===== src/design/rds_pkg.sv =====
// ----------------------------------------------------------------------------
// rds_pkg
// Shared types and constants of the relative difference search unit.
// ----------------------------------------------------------------------------
package rds_pkg;

	localparam int BYTE_W     = 8;
	localparam int WL_W       = 5;
	localparam int DIFF_W     = 64;
	localparam int OUT_ADDR_W = 24;
	localparam int CFG_IDX_W  = 2;

	// register indexes of the configuration port
	localparam logic [CFG_IDX_W-1:0] CFG_WORD_LENGTH = 2'd0;
	localparam logic [CFG_IDX_W-1:0] CFG_DIFFS_LOW   = 2'd1;
	localparam logic [CFG_IDX_W-1:0] CFG_DIFFS_HIGH  = 2'd2;

	localparam logic [WL_W-1:0] WL_RESET = 5'd2;
	localparam logic [WL_W-1:0] WL_MIN   = 5'd2;

	typedef struct packed {
		logic [BYTE_W-1:0] data_byte;
		logic              stream_start;
	} in_item_t;

	typedef struct packed {
		logic [OUT_ADDR_W-1:0] match_address;
		logic [BYTE_W-1:0]     matched_byte;
		logic                  last_byte;
	} out_item_t;

	// report request from the scanner to the report sequencer
	typedef struct packed {
		logic                  start;
		logic [BYTE_W-1:0]     tail_byte;
		logic [OUT_ADDR_W-1:0] address;
	} rds_req_t;

endpackage


===== src/design/rds_stream_if.sv =====
// ----------------------------------------------------------------------------
// rds_stream_if
// Valid/ready channel carrying one payload per request.
// ----------------------------------------------------------------------------
interface rds_stream_if #(parameter type payload_t = logic);
	logic     valid;
	logic     ready;
	payload_t data;

	modport source (output valid, output data, input ready);
	modport sink   (input valid, input data, output ready);
endinterface


===== src/design/rds_ram.sv =====
// ----------------------------------------------------------------------------
// rds_ram
// Generic single-write, single-read RAM with registered read data.
// ----------------------------------------------------------------------------
module rds_ram #(
	parameter int WIDTH = 8,
	parameter int DEPTH = 16
) (
	input  logic                     clk,
	input  logic                     we,
	input  logic [$clog2(DEPTH)-1:0] waddr,
	input  logic [WIDTH-1:0]         wdata,
	input  logic                     re,
	input  logic [$clog2(DEPTH)-1:0] raddr,
	output logic [WIDTH-1:0]         rdata
);

	logic [WIDTH-1:0] mem [DEPTH];

	always_ff @(posedge clk) begin
		if (we) begin
			mem[waddr] <= wdata;
		end
		if (re) begin
			rdata <= mem[raddr];
		end
	end

endmodule


===== src/design/rds_scan.sv =====
// ----------------------------------------------------------------------------
// rds_scan
// Byte scanner: pairs each byte with its predecessor, matches differences,
// stores matched bytes and raises a report request on a full match.
// ----------------------------------------------------------------------------
module rds_scan
	import rds_pkg::*;
#(
	parameter int MAX_WORD      = 16,
	parameter int ADDRESS_WIDTH = 24,
	localparam int CW = (MAX_WORD > 1) ? $clog2(MAX_WORD) : 1
) (
	input  logic                 clk,
	input  logic                 arst_n,
	input  logic                 cfg_we,
	input  logic [CFG_IDX_W-1:0] cfg_index,
	input  logic [DIFF_W-1:0]    cfg_wdata,
	input  logic                 accept,
	input  in_item_t             item,
	output logic                 ram_we,
	output logic [CW-1:0]        ram_waddr,
	output logic [BYTE_W-1:0]    ram_wdata,
	output rds_req_t             req,
	output logic [CW-1:0]        req_last
);

	logic [WL_W-1:0]          wl_q;
	logic [DIFF_W-1:0]        diffs_low_q;
	logic [DIFF_W-1:0]        diffs_high_q;
	logic [BYTE_W-1:0]        prev_q;
	logic                     have_q;
	logic [ADDRESS_WIDTH-1:0] pos_q;
	logic [CW-1:0]            cnt_q;
	logic [ADDRESS_WIDTH-1:0] mstart_q;

	logic [2*DIFF_W-1:0]      diffs_all;
	logic [ADDRESS_WIDTH-1:0] addr;
	logic                     have;
	logic [CW-1:0]            cnt;
	logic [ADDRESS_WIDTH-1:0] mstart;
	logic [ADDRESS_WIDTH-1:0] mstart_new;
	logic [BYTE_W-1:0]        cur;
	logic [BYTE_W-1:0]        diff;
	logic [BYTE_W-1:0]        expected;
	logic [WL_W-1:0]          len_eff;
	logic                     hit;
	logic                     done;

	always_ff @(posedge clk or negedge arst_n) begin
		if (!arst_n) begin
			wl_q         <= WL_RESET;
			diffs_low_q  <= '0;
			diffs_high_q <= '0;
		end else if (cfg_we) begin
			unique case (cfg_index)
				CFG_WORD_LENGTH: wl_q         <= cfg_wdata[WL_W-1:0];
				CFG_DIFFS_LOW:   diffs_low_q  <= cfg_wdata;
				CFG_DIFFS_HIGH:  diffs_high_q <= cfg_wdata;
				default: ;
			endcase
		end
	end

	always_comb begin
		cur       = item.data_byte;
		addr      = item.stream_start ? '0 : pos_q;
		have      = item.stream_start ? 1'b0 : have_q;
		cnt       = item.stream_start ? '0 : cnt_q;
		mstart    = item.stream_start ? '0 : mstart_q;
		diffs_all = {diffs_high_q, diffs_low_q};
		diff      = (cur >= prev_q) ? (cur - prev_q) : (prev_q - cur);
		expected  = diffs_all[8*cnt +: 8];

		if (wl_q < WL_MIN) begin
			len_eff = WL_MIN;
		end else if (wl_q > WL_W'(MAX_WORD)) begin
			len_eff = WL_W'(MAX_WORD);
		end else begin
			len_eff = wl_q;
		end

		hit        = have && (cnt < CW'(MAX_WORD - 1)) && (diff == expected);
		done       = (6'(cnt) + 6'd2) >= {1'b0, len_eff};
		mstart_new = (cnt == '0) ? (addr - ADDRESS_WIDTH'(1)) : mstart;

		ram_we    = accept && hit;
		ram_waddr = cnt;
		ram_wdata = prev_q;

		req.start     = accept && hit && done;
		req.tail_byte = cur;
		req.address   = OUT_ADDR_W'(mstart_new);
		req_last      = cnt + CW'(1);
	end

	always_ff @(posedge clk or negedge arst_n) begin
		if (!arst_n) begin
			prev_q   <= '0;
			have_q   <= 1'b0;
			pos_q    <= '0;
			cnt_q    <= '0;
			mstart_q <= '0;
		end else if (accept) begin
			prev_q <= cur;
			have_q <= 1'b1;
			pos_q  <= addr + ADDRESS_WIDTH'(1);
			if (hit && !done) begin
				cnt_q    <= cnt + CW'(1);
				mstart_q <= mstart_new;
			end else if (have) begin
				// full match or mismatch: drop the run
				cnt_q    <= '0;
				mstart_q <= '0;
			end else begin
				cnt_q    <= cnt;
				mstart_q <= mstart;
			end
		end
	end

endmodule


===== src/design/rds_report.sv =====
// ----------------------------------------------------------------------------
// rds_report
// Report sequencer: reads the stored bytes back, appends the final byte and
// queues the results in a two-entry output buffer.
// ----------------------------------------------------------------------------
module rds_report
	import rds_pkg::*;
#(
	parameter int MAX_WORD = 16,
	localparam int CW = (MAX_WORD > 1) ? $clog2(MAX_WORD) : 1
) (
	input  logic              clk,
	input  logic              arst_n,
	input  rds_req_t          req,
	input  logic [CW-1:0]     req_last,
	output logic              ram_re,
	output logic [CW-1:0]     ram_raddr,
	input  logic [BYTE_W-1:0] ram_rdata,
	output logic              busy,
	output logic              out_valid,
	input  logic              out_ready,
	output out_item_t         out_item
);

	logic                  busy_q;
	logic [CW-1:0]         ptr_q;
	logic [CW-1:0]         last_q;
	logic [BYTE_W-1:0]     tail_q;
	logic [OUT_ADDR_W-1:0] addr_q;

	logic                  vld_s1;
	logic                  tail_s1;

	out_item_t             buf_q [2];
	logic                  wr_q;
	logic                  rd_q;
	logic [1:0]            occ_q;

	logic                  pop;
	logic                  push;
	logic [1:0]            occ_nxt;
	logic                  issue;
	logic                  is_tail;
	out_item_t             push_item;

	always_comb begin
		pop     = out_valid && out_ready;
		push    = vld_s1;
		occ_nxt = occ_q + 2'(push) - 2'(pop);
		// a read issued now is pushed into the buffer through vld_s1; keep room for it
		issue   = busy_q && (occ_nxt <= 2'd1);
		is_tail = (ptr_q == last_q);

		ram_re    = issue && !is_tail;
		ram_raddr = ptr_q;
		busy      = busy_q;

		push_item.match_address = addr_q;
		push_item.matched_byte  = tail_s1 ? tail_q : ram_rdata;
		push_item.last_byte     = tail_s1;

		out_valid = (occ_q != 2'd0);
		out_item  = buf_q[rd_q];
	end

	always_ff @(posedge clk or negedge arst_n) begin
		if (!arst_n) begin
			busy_q  <= 1'b0;
			ptr_q   <= '0;
			last_q  <= '0;
			vld_s1  <= 1'b0;
			tail_s1 <= 1'b0;
			wr_q    <= 1'b0;
			rd_q    <= 1'b0;
			occ_q   <= 2'd0;
		end else begin
			vld_s1  <= issue;
			tail_s1 <= is_tail;
			if (req.start) begin
				busy_q <= 1'b1;
				ptr_q  <= '0;
				last_q <= req_last;
			end else if (issue) begin
				if (is_tail) begin
					busy_q <= 1'b0;
				end else begin
					ptr_q <= ptr_q + CW'(1);
				end
			end
			if (push) begin
				wr_q <= !wr_q;
			end
			if (pop) begin
				rd_q <= !rd_q;
			end
			occ_q <= occ_nxt;
		end
	end

	always_ff @(posedge clk) begin
		if (req.start) begin
			tail_q <= req.tail_byte;
			addr_q <= req.address;
		end
		if (push) begin
			buf_q[wr_q] <= push_item;
		end
	end

endmodule


===== src/design/relative_difference_search_unit.sv =====
// ----------------------------------------------------------------------------
// relative_difference_search_unit
// Relative search over a byte stream against a word given by differences.
// ----------------------------------------------------------------------------
// Usage:
//   byte_in carries one stream byte per request; stream_start marks the first
//   byte of a new image (address restarts at 0, match cleared). report_out
//   carries one request per matched byte: the address of the first matched
//   byte, the byte itself and last_byte on the final one. The configuration
//   port (cfg_we, cfg_index, cfg_wdata) writes word_length, diffs_low and
//   diffs_high; write it only while the unit is idle.
// Report flow:
//   A byte that does not complete a match is taken one per cycle, back to
//   back. A byte that completes a word of N characters starts a report:
//   N-1 bytes are read from the capture RAM's one read port and the current
//   byte is appended, one per cycle while the output buffer has room; byte_in
//   stalls until the last byte is issued to the output buffer.
// Reset:
//   arst_n clears the match state, the address counter and the output
//   buffer, and loads word_length = 2 with all differences zero. The capture
//   RAM is not cleared; every entry is written before it is read.
// Stall:
//   A stalled receiver holds the two-entry output buffer; the sequencer waits
//   for room, and byte_in stays stalled until the last byte is issued.
// ----------------------------------------------------------------------------
module relative_difference_search_unit
	import rds_pkg::*;
#(
	parameter int MAX_WORD      = 16,
	parameter int ADDRESS_WIDTH = 24
) (
	input  logic                 clk,
	input  logic                 arst_n,
	input  logic                 cfg_we,
	input  logic [CFG_IDX_W-1:0] cfg_index,
	input  logic [DIFF_W-1:0]    cfg_wdata,
	rds_stream_if.sink           byte_in,
	rds_stream_if.source         report_out
);

	localparam int CW = (MAX_WORD > 1) ? $clog2(MAX_WORD) : 1;

	logic              accept;
	logic              ram_we;
	logic [CW-1:0]     ram_waddr;
	logic [BYTE_W-1:0] ram_wdata;
	logic              ram_re;
	logic [CW-1:0]     ram_raddr;
	logic [BYTE_W-1:0] ram_rdata;
	rds_req_t          req;
	logic [CW-1:0]     req_last;
	logic              rpt_busy;
	in_item_t          in_item;
	out_item_t         out_item;

	// hold input while a report is being read out of the capture RAM
	assign byte_in.ready   = !rpt_busy;
	assign accept          = byte_in.valid && !rpt_busy;
	assign in_item         = byte_in.data;
	assign report_out.data = out_item;

	rds_scan #(
		.MAX_WORD      (MAX_WORD),
		.ADDRESS_WIDTH (ADDRESS_WIDTH)
	) u_scan (
		.clk       (clk),
		.arst_n    (arst_n),
		.cfg_we    (cfg_we),
		.cfg_index (cfg_index),
		.cfg_wdata (cfg_wdata),
		.accept    (accept),
		.item      (in_item),
		.ram_we    (ram_we),
		.ram_waddr (ram_waddr),
		.ram_wdata (ram_wdata),
		.req       (req),
		.req_last  (req_last)
	);

	// captured bytes of the current match, entry k = k-th matched byte
	rds_ram #(
		.WIDTH (BYTE_W),
		.DEPTH (1 << CW)
	) u_capture_ram (
		.clk   (clk),
		.we    (ram_we),
		.waddr (ram_waddr),
		.wdata (ram_wdata),
		.re    (ram_re),
		.raddr (ram_raddr),
		.rdata (ram_rdata)
	);

	rds_report #(
		.MAX_WORD (MAX_WORD)
	) u_report (
		.clk       (clk),
		.arst_n    (arst_n),
		.req       (req),
		.req_last  (req_last),
		.ram_re    (ram_re),
		.ram_raddr (ram_raddr),
		.ram_rdata (ram_rdata),
		.busy      (rpt_busy),
		.out_valid (report_out.valid),
		.out_ready (report_out.ready),
		.out_item  (out_item)
	);

	// a report request only arrives while the sequencer is idle
	a_req_idle: assert property (@(posedge clk) disable iff (!arst_n)
		req.start |-> !rpt_busy)
		else $error("report request while sequencer busy");

	// the sequencer picks up every request
	a_req_taken: assert property (@(posedge clk) disable iff (!arst_n)
		req.start |=> rpt_busy)
		else $error("report request dropped");

	// the capture RAM is never written while a report reads it
	a_no_write_busy: assert property (@(posedge clk) disable iff (!arst_n)
		rpt_busy |-> !ram_we)
		else $error("capture RAM written during report");

endmodule

===== src/flat_wrapper.sv =====
// flat-port wrapper written by rule: the top's interface ports become plain ports
module relative_difference_search_unit_flat import rds_pkg::*;
#(
	parameter int MAX_WORD      = 16,
	parameter int ADDRESS_WIDTH = 24
)
  (clk, arst_n, cfg_we, cfg_index, cfg_wdata, byte_in_valid, byte_in_data, byte_in_ready, report_out_valid, report_out_data, report_out_ready);
  rds_stream_if byte_in_i ();
  rds_stream_if report_out_i ();
  input  logic clk;
  input  logic arst_n;
  input  logic cfg_we;
  input  logic [CFG_IDX_W-1:0] cfg_index;
  input  logic [DIFF_W-1:0] cfg_wdata;
  input wire logic [$bits(byte_in_i.valid)-1:0] byte_in_valid;
  input wire logic [$bits(byte_in_i.data)-1:0] byte_in_data;
  output wire logic [$bits(byte_in_i.ready)-1:0] byte_in_ready;
  output wire logic [$bits(report_out_i.valid)-1:0] report_out_valid;
  output wire logic [$bits(report_out_i.data)-1:0] report_out_data;
  input wire logic [$bits(report_out_i.ready)-1:0] report_out_ready;
  assign byte_in_i.valid = byte_in_valid;
  assign byte_in_i.data = byte_in_data;
  assign byte_in_ready = byte_in_i.ready;
  assign report_out_valid = report_out_i.valid;
  assign report_out_data = report_out_i.data;
  assign report_out_i.ready = report_out_ready;
  relative_difference_search_unit #(.MAX_WORD(MAX_WORD), .ADDRESS_WIDTH(ADDRESS_WIDTH)) u_core (.clk(clk), .arst_n(arst_n), .cfg_we(cfg_we), .cfg_index(cfg_index), .cfg_wdata(cfg_wdata), .byte_in(byte_in_i), .report_out(report_out_i));
endmodule

===== config.mk =====
export PLATFORM = sky130hd
export DESIGN_NAME = relative_difference_search_unit_flat
export DESIGN_NICKNAME = d
export VERILOG_FILES = /design/src/design/rds_pkg.sv /design/src/design/rds_stream_if.sv /design/src/design/rds_ram.sv /design/src/design/rds_scan.sv /design/src/design/rds_report.sv /design/src/design/relative_difference_search_unit.sv /design/src/flat_wrapper.sv
export SDC_FILE = /design/constraint.sdc
export NUM_CORES = 1
export LEC_CHECK = 0
export BUFFER_PORTS_ARGS = -buffer_cell sky130_fd_sc_hd__buf_2
export CAP_MARGIN = 20
export CORE_MARGIN = 2
export CORE_UTILIZATION = 55
export DETAILED_ROUTE_END_ITERATION = 7
export GPL_TIMING_DRIVEN = 1
export PLACE_DENSITY = 0.8
export SYNTH_ARGS = -nofsm -noshare
export SYNTH_HDL_FRONTEND = slang
export SYNTH_HIERARCHICAL = 1
export SYNTH_SLANG_ARGS = --single-unit
export TNS_END_PERCENT = 50

===== constraint.sdc =====
create_clock -name clk -period 7.48 [get_ports clk]
set_input_delay 1.496 -clock clk [delete_from_list [all_inputs] [get_ports clk]]
set_output_delay 1.496 -clock clk [all_outputs]
set_load 0.1 [all_outputs]

==> metrics.md, run 1 <==
| Metric | Value |
|---|---|
| Seq pwr share | `43.9%` |
| Antenna cell count | `0` |
| Num CTS Buffers | `17` |
| Layout cell share with drive strength beyond 1 | `38.0%` |
| Worst hold path class | `register to register` |
| Max-cap violation count | `0` |
| Avg Cell Area, Syn | `12.2 sq um` |
| Psw | `704 uW` |
| DIE HEIGHT | `129 um` |
| GRT overflow | `0` |
| Antenna viol nets, final | `0` |
| Final setup violation count | `0` |
| Setup Skew | `0.00695 ns` |
| Worst-skew pair later-pin latency | `0.43 ns` |
| Pleak | `4.31 nW` |
| RSZ-0062 raised after global routing | `no` |
| Final slew viol count | `0` |
| Die width | `129 um` |
| Hold Slack | `0.439 ns` |
| IO buf count | `74` |
| Drt pass-1 iters | `5` |
| Status | `finished, final reports clean` |
| Fin worst setup slack | `3.19 ns` |
| Final Critical Period | `4.29 ns` |
| Die area | `16,500 sq um` |
| CTS tree | `done` |
| DR vias | `5,774` |
| Num ports | `75` |
| Layout net count | `873` |
| Initial antenna violation count | `0` |
| Setup bufs post-CTS | `0` |
| Achievable frequency | `0.233 GHz` |
| Row count | `45` |
| CTS Sinks | `163` |
| Wire length per cell | `19.4 um` |
| Internal reg-to-reg setup slack | `3.47 ns` |
| P per Cell Area | `264 nW/um^2` |
| Kind of critical path | `input pin to register` |
| Core area | `15,200 sq um` |
| Maximum VDD drop | `0.240 mV` |
| Initial Utilization | `56.2%` |
| First-pass GRT wire length | `31.2 mm` |
| Vias per Instance | `5.93` |
| Syn Inst Count | `698` |
| Clk buf depth | `2` |
| Worst setup SP type | `input pin` |
| DP HPWL | `13.1 mm` |
| # hold bufs at CTS | `0` |
| Clk Tree Root Cell | `clkbuf_16` |
| Final Hold Vio Count | `0` |
| Final clock period utilization by the worst path | `57.4%` |
| Placer Congestion | `0.938` |
| Worst Max-Slew Pin Slew | `0.903 ns` |
| Worst-path clk slew | `0.06 ns` |
| Comb power frac | `20.6%` |
| Clock network power share | `35.5%` |
| Critical Path AT | `4.60 ns` |
| CTS resizes | `0` |
| Largest net degree at the start of global routing | `102` |
| Cell Area, Synth | `8540 sq um` |
| P_int | `1.86 mW` |
| H-tree levels | `4` |
| Initial drt markers | `393` |
| Synth warn | `6` |
| Relative slew slack | `39.8%` |
| Area growth, synth to finish | `13.3%` |
| GRT Total Usage | `24.5%` |
| Crit. End Element | `register` |
| Switching part of the total | `27.5%` |
| Vias in the first global route | `6,277` |
| DRC viols | `0` |
| CP Max Fanout | `28` |
| CP Data Required Time | `7.79 ns` |
| Aggregate negative setup slack | `0 ns` |
| Dpl ws | `2.83 ns` |
| Drt total wl | `18.9 mm` |
## path summary, 6_finish.rpt
path	cells after the start	start	endpoint
worst max-delay path	12	byte_in_data	u_core/u_report/last_q[3]$_DFFE_PN0P_
worst min-delay path	0	u_core/u_report/tail_s1$_DFF_PN0_	u_core/u_report/buf_q[1][0]$_DFFE_PP_
worst max register to register	11	u_core/u_scan/cnt_q[1]$_DFFE_PN0P_	u_core/u_report/last_q[3]$_DFFE_PN0P_
worst min register to register	0	u_core/u_report/tail_s1$_DFF_PN0_	u_core/u_report/buf_q[1][0]$_DFFE_PP_
max in group asynchronous	2	arst_n	u_core/u_scan/cnt_q[1]$_DFFE_PN0P_
min in group asynchronous	1	arst_n	u_core/u_scan/diffs_low_q[33]$_DFFE_PN0P_
## cell usage in the layout (no fill, tap or decap), drive strengths merged, types with 12 or more instances in the layout
master and n:
a21oi 24, buf 81, clkbuf 23, conb 24, dfrtp 160, ha 26
inv 43, mux2 145, mux2i 18, mux4 14, nand2 34, nor2 14
nor3 12, o21ai 29
## registers in the layout (all words and copies together), names as in the netlist, 2 cells and up
| signal | cells |
|---|---|
| u_core/u_scan/diffs_high_q | 64 |
| u_core/u_scan/diffs_low_q | 64 |
| u_core/u_scan/ram_wdata | 8 |
| u_core/u_scan/wl_q | 5 |
| u_core/u_report/last_q | 4 |
| u_core/u_report/ram_raddr | 4 |
| u_core/u_scan/cnt_q | 4 |
| u_core/u_report/buf_q | 2 |
| u_core/u_report/occ_q | 2 |
## power groups by stage
stage | Clock, mW | Combinational [mW] | Sequential [mW]
finish | 0.908 | 0.528 | 1.12
global route | 0.961 | 0.574 | 1.14
CTS | 0.921 | 0.527 | 1.12
detailed placement | 0 | 0.520 | 1.14
global placement | 0 | 0.498 | 1.12
floorplan | 0 | 0.415 | 1.10
## area by class of cell
class,count,area [sq um]
fill,1134,5520
clock buffer,22,474
sequential,163,4090
clock inverter,10,148
multi-input combinational,467,4140
inverter,42,159
tap,188,235
timing repair buffer,82,434
## stage by stage
| stage | std cells | cell area (sq um) | power (mW) | utilization (%) |
|---|---|---|---|---|
| floorplan | 721 | 8630 | 1.51 | - |
| global placement | 941 | 9060 | 1.62 | 59.6 |
| detailed placement | 941 | 9060 | 1.66 | 59.6 |
| CTS | 973 | 9680 | 2.57 | 63.7 |
| global route | 974 | 9680 | 2.67 | 63.7 |
| finish | 974 | 9680 | 2.56 | 63.7 |
## worst max-delay path, cell delays in order
cell and delay (ns):
buf_2 0.41, nand2b_1 0.31, inv_1 0.28, o21ai_0 0.20
o22ai_1 0.13, o32a_1 0.36, o21ai_0 0.07, and4b_1 0.34
nand2_4 0.08, nor4_1 0.33, buf_4 0.23, mux2_2 0.35
## routing by layer
layer / GRT usage [%] / vias to the layer above / part of all wire, %
li1: - / 2632 / -
met1: 29.8 / 2920 / 40
met2: 42.3 / 165 / 51
met3: 4.91 / 57 / 4.8
met4: 11.6 / 0 / 3.6
met5: 0 / - / 0
No activity file was read; power rests on OpenSTA's default activity.
==> run 2, diff against run 1 <==
ABC_AREA = 1   (was not set)
PLACE_DENSITY = 0.83   (was 0.8)
clock period = 3.6 ns   (was 7.48 ns; I/O delays follow)
==> metrics.md, run 2 <==
| Metric | Value |
|---|---|
| CP startpoint | `u_core/u_scan/ram_wdata[1]$_DFFE_PN0P_` |
| Maximum VDD drop | `0.347 mV` |
| Worst-skew pair later-pin latency | `0.43 ns` |
| P per Cell Area | `521 nW/um^2` |
| DIE HEIGHT | `132 um` |
| RSZ-0062 raised after global routing | `no` |
| Clk buf depth | `2` |
| Worst hold path class | `input pin to async pin` |
| Drt pass-1 iters | `7` |
| Avg Cell Area, Syn | `7.32 sq um` |
| Final Hold Vio Count | `0` |
| CP Max Fanout | `9` |
| GRT overflow | `0` |
| Worst-path clk slew | `0.07 ns` |
| Clk Tree Root Cell | `clkbuf_16` |
| RR Startpoint | `u_core/u_scan/ram_wdata[1]$_DFFE_PN0P_` |
| Critical Path AT | `3.56 ns` |
| Die area | `17,500 sq um` |
| CTS tree | `done` |
| H-tree levels | `4` |
| Reg2reg path depth | `20` |
| Vias per Instance | `5.32` |
| Core area | `15,900 sq um` |
| # hold bufs at CTS | `0` |
| Commonest non-fill, non-tap cell in the layout | `nand2_1` |
| Relative slew slack | `55.8%` |
| Pleak | `5.46 nW` |
| Status | `finished, final reports clean` |
| Layout net count | `1,392` |
| Syn Inst Count | `1,234` |
| CTS Sinks | `163` |
| Vias in the first global route | `7,784` |
| Wire length per cell | `14.2 um` |
| DP HPWL | `15.0 mm` |
| Hold Slack | `0.269 ns` |
| DR vias | `8,093` |
| Layout fillers | `1,388` |
| Row count | `46` |
| Drt total wl | `21.5 mm` |
| GRT Total Usage | `25.9%` |
| Achievable frequency | `0.309 GHz` |
| Area growth, synth to finish | `13.8%` |
| Synth warn | `6` |
| Num ports | `75` |
| Aggregate negative setup slack | `0 ns` |
| Initial Utilization | `56.6%` |
| Placer Congestion | `0.946` |
| Final clock period utilization by the worst path | `89.9%` |
| Final slew viol count | `0` |
| FF+latch area | `4090 sq um` |
| Largest net degree at the start of global routing | `129` |
| Die width | `132 um` |
| Crit. End Element | `register` |
| Cell Area, Synth | `9030 sq um` |
| Worst setup SP type | `register` |
| Final setup violation count | `0` |
| Antenna cell count | `0` |
| Final Critical Period | `3.24 ns` |
| Initial drt markers | `958` |
| Antenna viol nets, final | `0` |
| DRC viols | `0` |
| Multi-input logic area | `4100 sq um` |
| Commonest cells after routing, fill and taps aside | `408 x nand2_1, 179 x nand3_1, 160 x dfrtp_1` |
| Num CTS Buffers | `17` |
| Worst Max-Slew Pin Slew | `0.662 ns` |
| Layout cell share with drive strength beyond 1 | `11.6%` |
| Setup Skew | `0.00863 ns` |
| CP Data Required Time | `3.93 ns` |
| Max-cap violation count | `0` |
| IO buf count | `74` |
| First-pass GRT wire length | `36.8 mm` |
| Kind of critical path | `register to register` |
| Initial antenna violation count | `0` |
==> run 2: power by group <==
group          switching, mW  leakage (nW)  total (mW)  internal [mW]
registers              0.180          2.02        2.30           2.12
logic                  0.705          3.12        1.10          0.393
clock network          0.803         0.308        1.96           1.15
==> run 2: final cells by class <==
type | instances | area share, %
multi-input cells | 862 | 39.9
repair buffers | 94 | 5.81
inverters | 154 | 5.65
well taps | 216 | 2.63
clock inverters | 14 | 1.83
clock buffers | 18 | 4.38
flip-flops and latches | 163 | 39.8
==> run 2: critical path: stages (launching register included) <==
cell      delay [ns]
dfrtp_1         0.40
inv_1           0.11
fa_1            0.46
nand2_1         0.09
nand2_1         0.08
nand2_1         0.10
nand2_1         0.05
nand2_1         0.10
nand2_2         0.14
o21ai_0         0.22
nand2_1         0.09
nand2_1         0.11
nand2_1         0.07
nor2_1          0.13
nand3b_1        0.13
nor3_1          0.31
inv_1           0.15
nand2_1         0.18
nand2_2         0.09
nand2_1         0.07
nand2_1         0.05
==> run 2: path summary, 6_finish.rpt <==
| check | endpoint | slack, ns |
|---|---|---|
| setup / recovery | u_core/u_report/ram_raddr[3]$_DFFE_PN0P_ | 0.36 |
| min in group clk | u_core/u_report/buf_q[1][0]$_DFFE_PP_ | 0.48 |
| setup reg to reg | u_core/u_report/ram_raddr[3]$_DFFE_PN0P_ | 0.36 |
| max in group asynchronous | u_core/u_scan/diffs_low_q[26]$_DFFE_PN0P_ | 2.47 |
| hold reg to reg | u_core/u_report/buf_q[1][0]$_DFFE_PP_ | 0.48 |
| hold / removal | u_core/u_report/rd_q$_DFFE_PN0P_ | 0.27 |
==> run 2: timing repair <==
| action | 4_1_cts | 5_1_grt |
|---|---|---|
| endpoints found under the hold margin | 0 | 0 |
| setup buffers | 0 | 0 |
| gates resized for setup | 0 | 1 |
| endpoints found under the setup margin | 0 | 4 |
==> run 2: metal layers <==
layer | wire (um) | up-vias | GRT usage, %
met2 | 10000 | 321 | 41.0
met5 | 0 | - | 0
li1 | - | 3982 | -
met1 | 9470 | 3739 | 35.6
met4 | 702 | 0 | 11.4
met3 | 1330 | 51 | 4.15
==> run 2: through the flow <==
stage / worst slack (ns) / util, % / std cells / instance area, sq um / power [mW]
5_1_grt: 0.0165 / 64.5 / 1521 / 10300 / 5.67
2_1_floorplan: 0.461 / - / 1257 / 9120 / 3.11
4_1_cts: 0.298 / 64.3 / 1520 / 10200 / 5.37
3_3_place_gp: 0.319 / 60.3 / 1488 / 9610 / 3.35
3_5_place_dp: 0.173 / 60.3 / 1488 / 9610 / 3.40
6_report: 0.362 / 64.5 / 1521 / 10300 / 5.36
==> run 3, diff against run 2 <==
CTS_BUF_LIST = sky130_fd_sc_hd__clkbuf_4 sky130_fd_sc_hd__clkbuf_8   (was not set)
HOLD_SLACK_MARGIN = 0.08   (was not set)
==> metrics.md, run 3 (synthesized netlist as in run 2, its figures left out) <==
| Metric | Value |
|---|---|
| Status | `finished, final reports clean` |
| Psw | `1.61 mW` |
| Clk buf depth | `2` |
| Achievable frequency | `0.311 GHz` |
| Dpl ws | `0.173 ns` |
| Largest net degree at the start of global routing | `129` |
| Worst hold path class | `input pin to async pin` |
| IO buf count | `74` |
| Total power | `4.90 mW` |
| Wire length per cell | `14.0 um` |
| Reg2reg path depth | `20` |
| Aggregate negative setup slack | `0 ns` |
| DR WL met2 | `9.91 mm` |
| Pleak | `5.37 nW` |
| Commonest non-fill, non-tap cell in the layout | `nand2_1` |
| Clock network power share | `30.9%` |
| Fin worst setup slack | `0.381 ns` |
| Setup Skew | `0.00663 ns` |
| Final Hold Vio Count | `0` |
| Drt total wl | `21.2 mm` |
| Clk Tree Root Cell | `clkbuf_8` |
| GRT overflow | `0` |
| Row count | `46` |
| Layout net count | `1,392` |
| Multi-input logic area | `4100 sq um` |
| Max-cap violation count | `0` |
| Initial antenna violation count | `1` |
| GRT Total Usage | `25.6%` |
| Vias per Instance | `5.32` |
| Initial drt markers | `910` |
| R2R Path End | `u_core/u_report/ram_raddr[3]$_DFFE_PN0P_` |
| Comb power frac | `22.2%` |
| Fin cells | `1,522` |
| DR vias | `8,091` |
| Commonest cells after routing, fill and taps aside | `408 x nand2_1, 179 x nand3_1, 160 x dfrtp_1` |
| First-pass GRT wire length | `36.4 mm` |
| Vias in the first global route | `7,679` |
| RR Startpoint | `u_core/u_scan/ram_wdata[1]$_DFFE_PN0P_` |
| Final Critical Period | `3.22 ns` |
| Antenna viol nets, final | `0` |
| Layout fillers | `1,435` |
| Final slew viol count | `0` |
| DP HPWL | `15.0 mm` |
| Internal reg-to-reg setup slack | `0.38 ns` |
| Switching part of the total | `32.9%` |
| Worst-skew pair later-pin latency | `0.46 ns` |
| H-tree levels | `4` |
| CTS Sinks | `163` |
| Placed Cells | `1,488` |
| Layout cell share with drive strength beyond 1 | `11.6%` |
| Setup bufs post-CTS | `0` |
| Num CTS Buffers | `17` |
| Seq pwr share | `46.9%` |
| CP Data Required Time | `3.95 ns` |
| Placer Congestion | `0.946` |
| Drt pass-1 iters | `6` |
| Maximum VDD drop | `0.312 mV` |
| CTS tree | `done` |
| Worst setup SP type | `register` |
| Kind of critical path | `register to register` |
| WL met3 | `1.35 mm` |
| Area growth, synth to finish | `11.8%` |
| P per Cell Area | `486 nW/um^2` |
| Relative slew slack | `56.1%` |
| Hold Slack | `0.236 ns` |
| DRC viols | `0` |
| Die area | `17,500 sq um` |
| RSZ-0062 raised after global routing | `no` |
| Final clock period utilization by the worst path | `89.4%` |
| Critical Path AT | `3.57 ns` |
| CP Max Fanout | `9` |
| Die width | `132 um` |
| Crit. End Element | `register` |
| Highest metal used | `met4` |
| Final setup violation count | `0` |
| Worst Max-Slew Pin Slew | `0.659 ns` |
| P_int | `3.29 mW` |
| Num ports | `75` |
| DIE HEIGHT | `132 um` |
| Core area | `15,900 sq um` |
| FF+latch area | `4090 sq um` |
| M1 wire length | `9.42 mm` |
| Initial Utilization | `56.6%` |
| Worst-path clk slew | `0.09 ns` |
[run 3: cell count changes in the layout (fill, tap and decap cells not counted), sizes merged]
cell | previous run | this run
clkbuf | 18 | 17
diode | 0 | 1
bufinv | 3 | 4
[run 3: metrics by stage]
stage               util, %  cell area (sq um)
floorplan                 -               9120
finish                 63.3              10100
detailed placement     60.3               9610
CTS                    63.1              10100
global route           63.3              10100
global placement       60.3               9610
[run 3: how the worst max path moves through the flow]
stage	to	startpoint	slack (ns)	depth (start not counted)
after floorplan	u_core/u_report/ram_raddr[3]$_DFFE_PN0P_	byte_in_data	0.46	17
after global placement	u_core/u_report/ram_raddr[3]$_DFFE_PN0P_	byte_in_data	0.32	20
after detailed placement	u_core/u_report/ram_raddr[0]$_DFFE_PN0P_	byte_in_data	0.17	20
after CTS	u_core/u_report/ram_raddr[0]$_DFFE_PN0P_	u_core/u_scan/cnt_q[0]$_DFFE_PN0P_	0.34	18
after global routing	u_core/u_report/ram_raddr[2]$_DFFE_PN0P_	u_core/u_scan/ram_wdata[1]$_DFFE_PN0P_	0.03	20
final	u_core/u_report/ram_raddr[3]$_DFFE_PN0P_	u_core/u_scan/ram_wdata[1]$_DFFE_PN0P_	0.38	20
[run 3: worst max-delay path, cell delays in order (launching register included)]
cell and delay, ns:
dfrtp_1 0.41, inv_1 0.11, fa_1 0.46, nand2_1 0.09
nand2_1 0.08, nand2_1 0.10, nand2_1 0.05, nand2_1 0.10
nand2_2 0.13, nand2_1 0.08, nand2_1 0.09, nand3_1 0.12
o21ai_0 0.12, nor3_1 0.21, nand3b_1 0.14, nor3_1 0.29
inv_1 0.15, nand2_1 0.17, nand2_2 0.09, nand2_1 0.07
nand2_1 0.05
[run 3: cell type report]
| cell class | count | area share [%] |
|---|---|---|
| antenna | 1 | 0.0248 |
| clock inverter | 15 | 2.16 |
| inverter | 154 | 5.75 |
| tap | 216 | 2.68 |
| timing repair buffer | 94 | 5.91 |
| sequential | 163 | 40.5 |
| multi-input combinational | 862 | 40.6 |
| clock buffer | 17 | 2.32 |
[run 3: repair_timing]
action	CTS	global route
hold buffers	0	0
setup endpoints to repair	0	4
hold endpoints to repair	0	0
gates resized for setup	0	1
[run 3: per-layer routing]
metal | vias to the layer above | global-route usage (%)
li1 | 3979 | -
met1 | 3761 | 35.7
met2 | 313 | 40.3
met3 | 38 | 3.88
met4 | 0 | 10.4
met5 | - | 0
[run 3: power by group through the flow]
stage	Sequential [mW]	Combinational (mW)	Clock [mW]
final	2.30	1.09	1.51
after global routing	2.34	1.26	1.62
after CTS	2.30	1.08	1.54
after detailed placement	2.33	1.07	0
after global placement	2.32	1.03	0
after floorplan	2.28	0.832	0
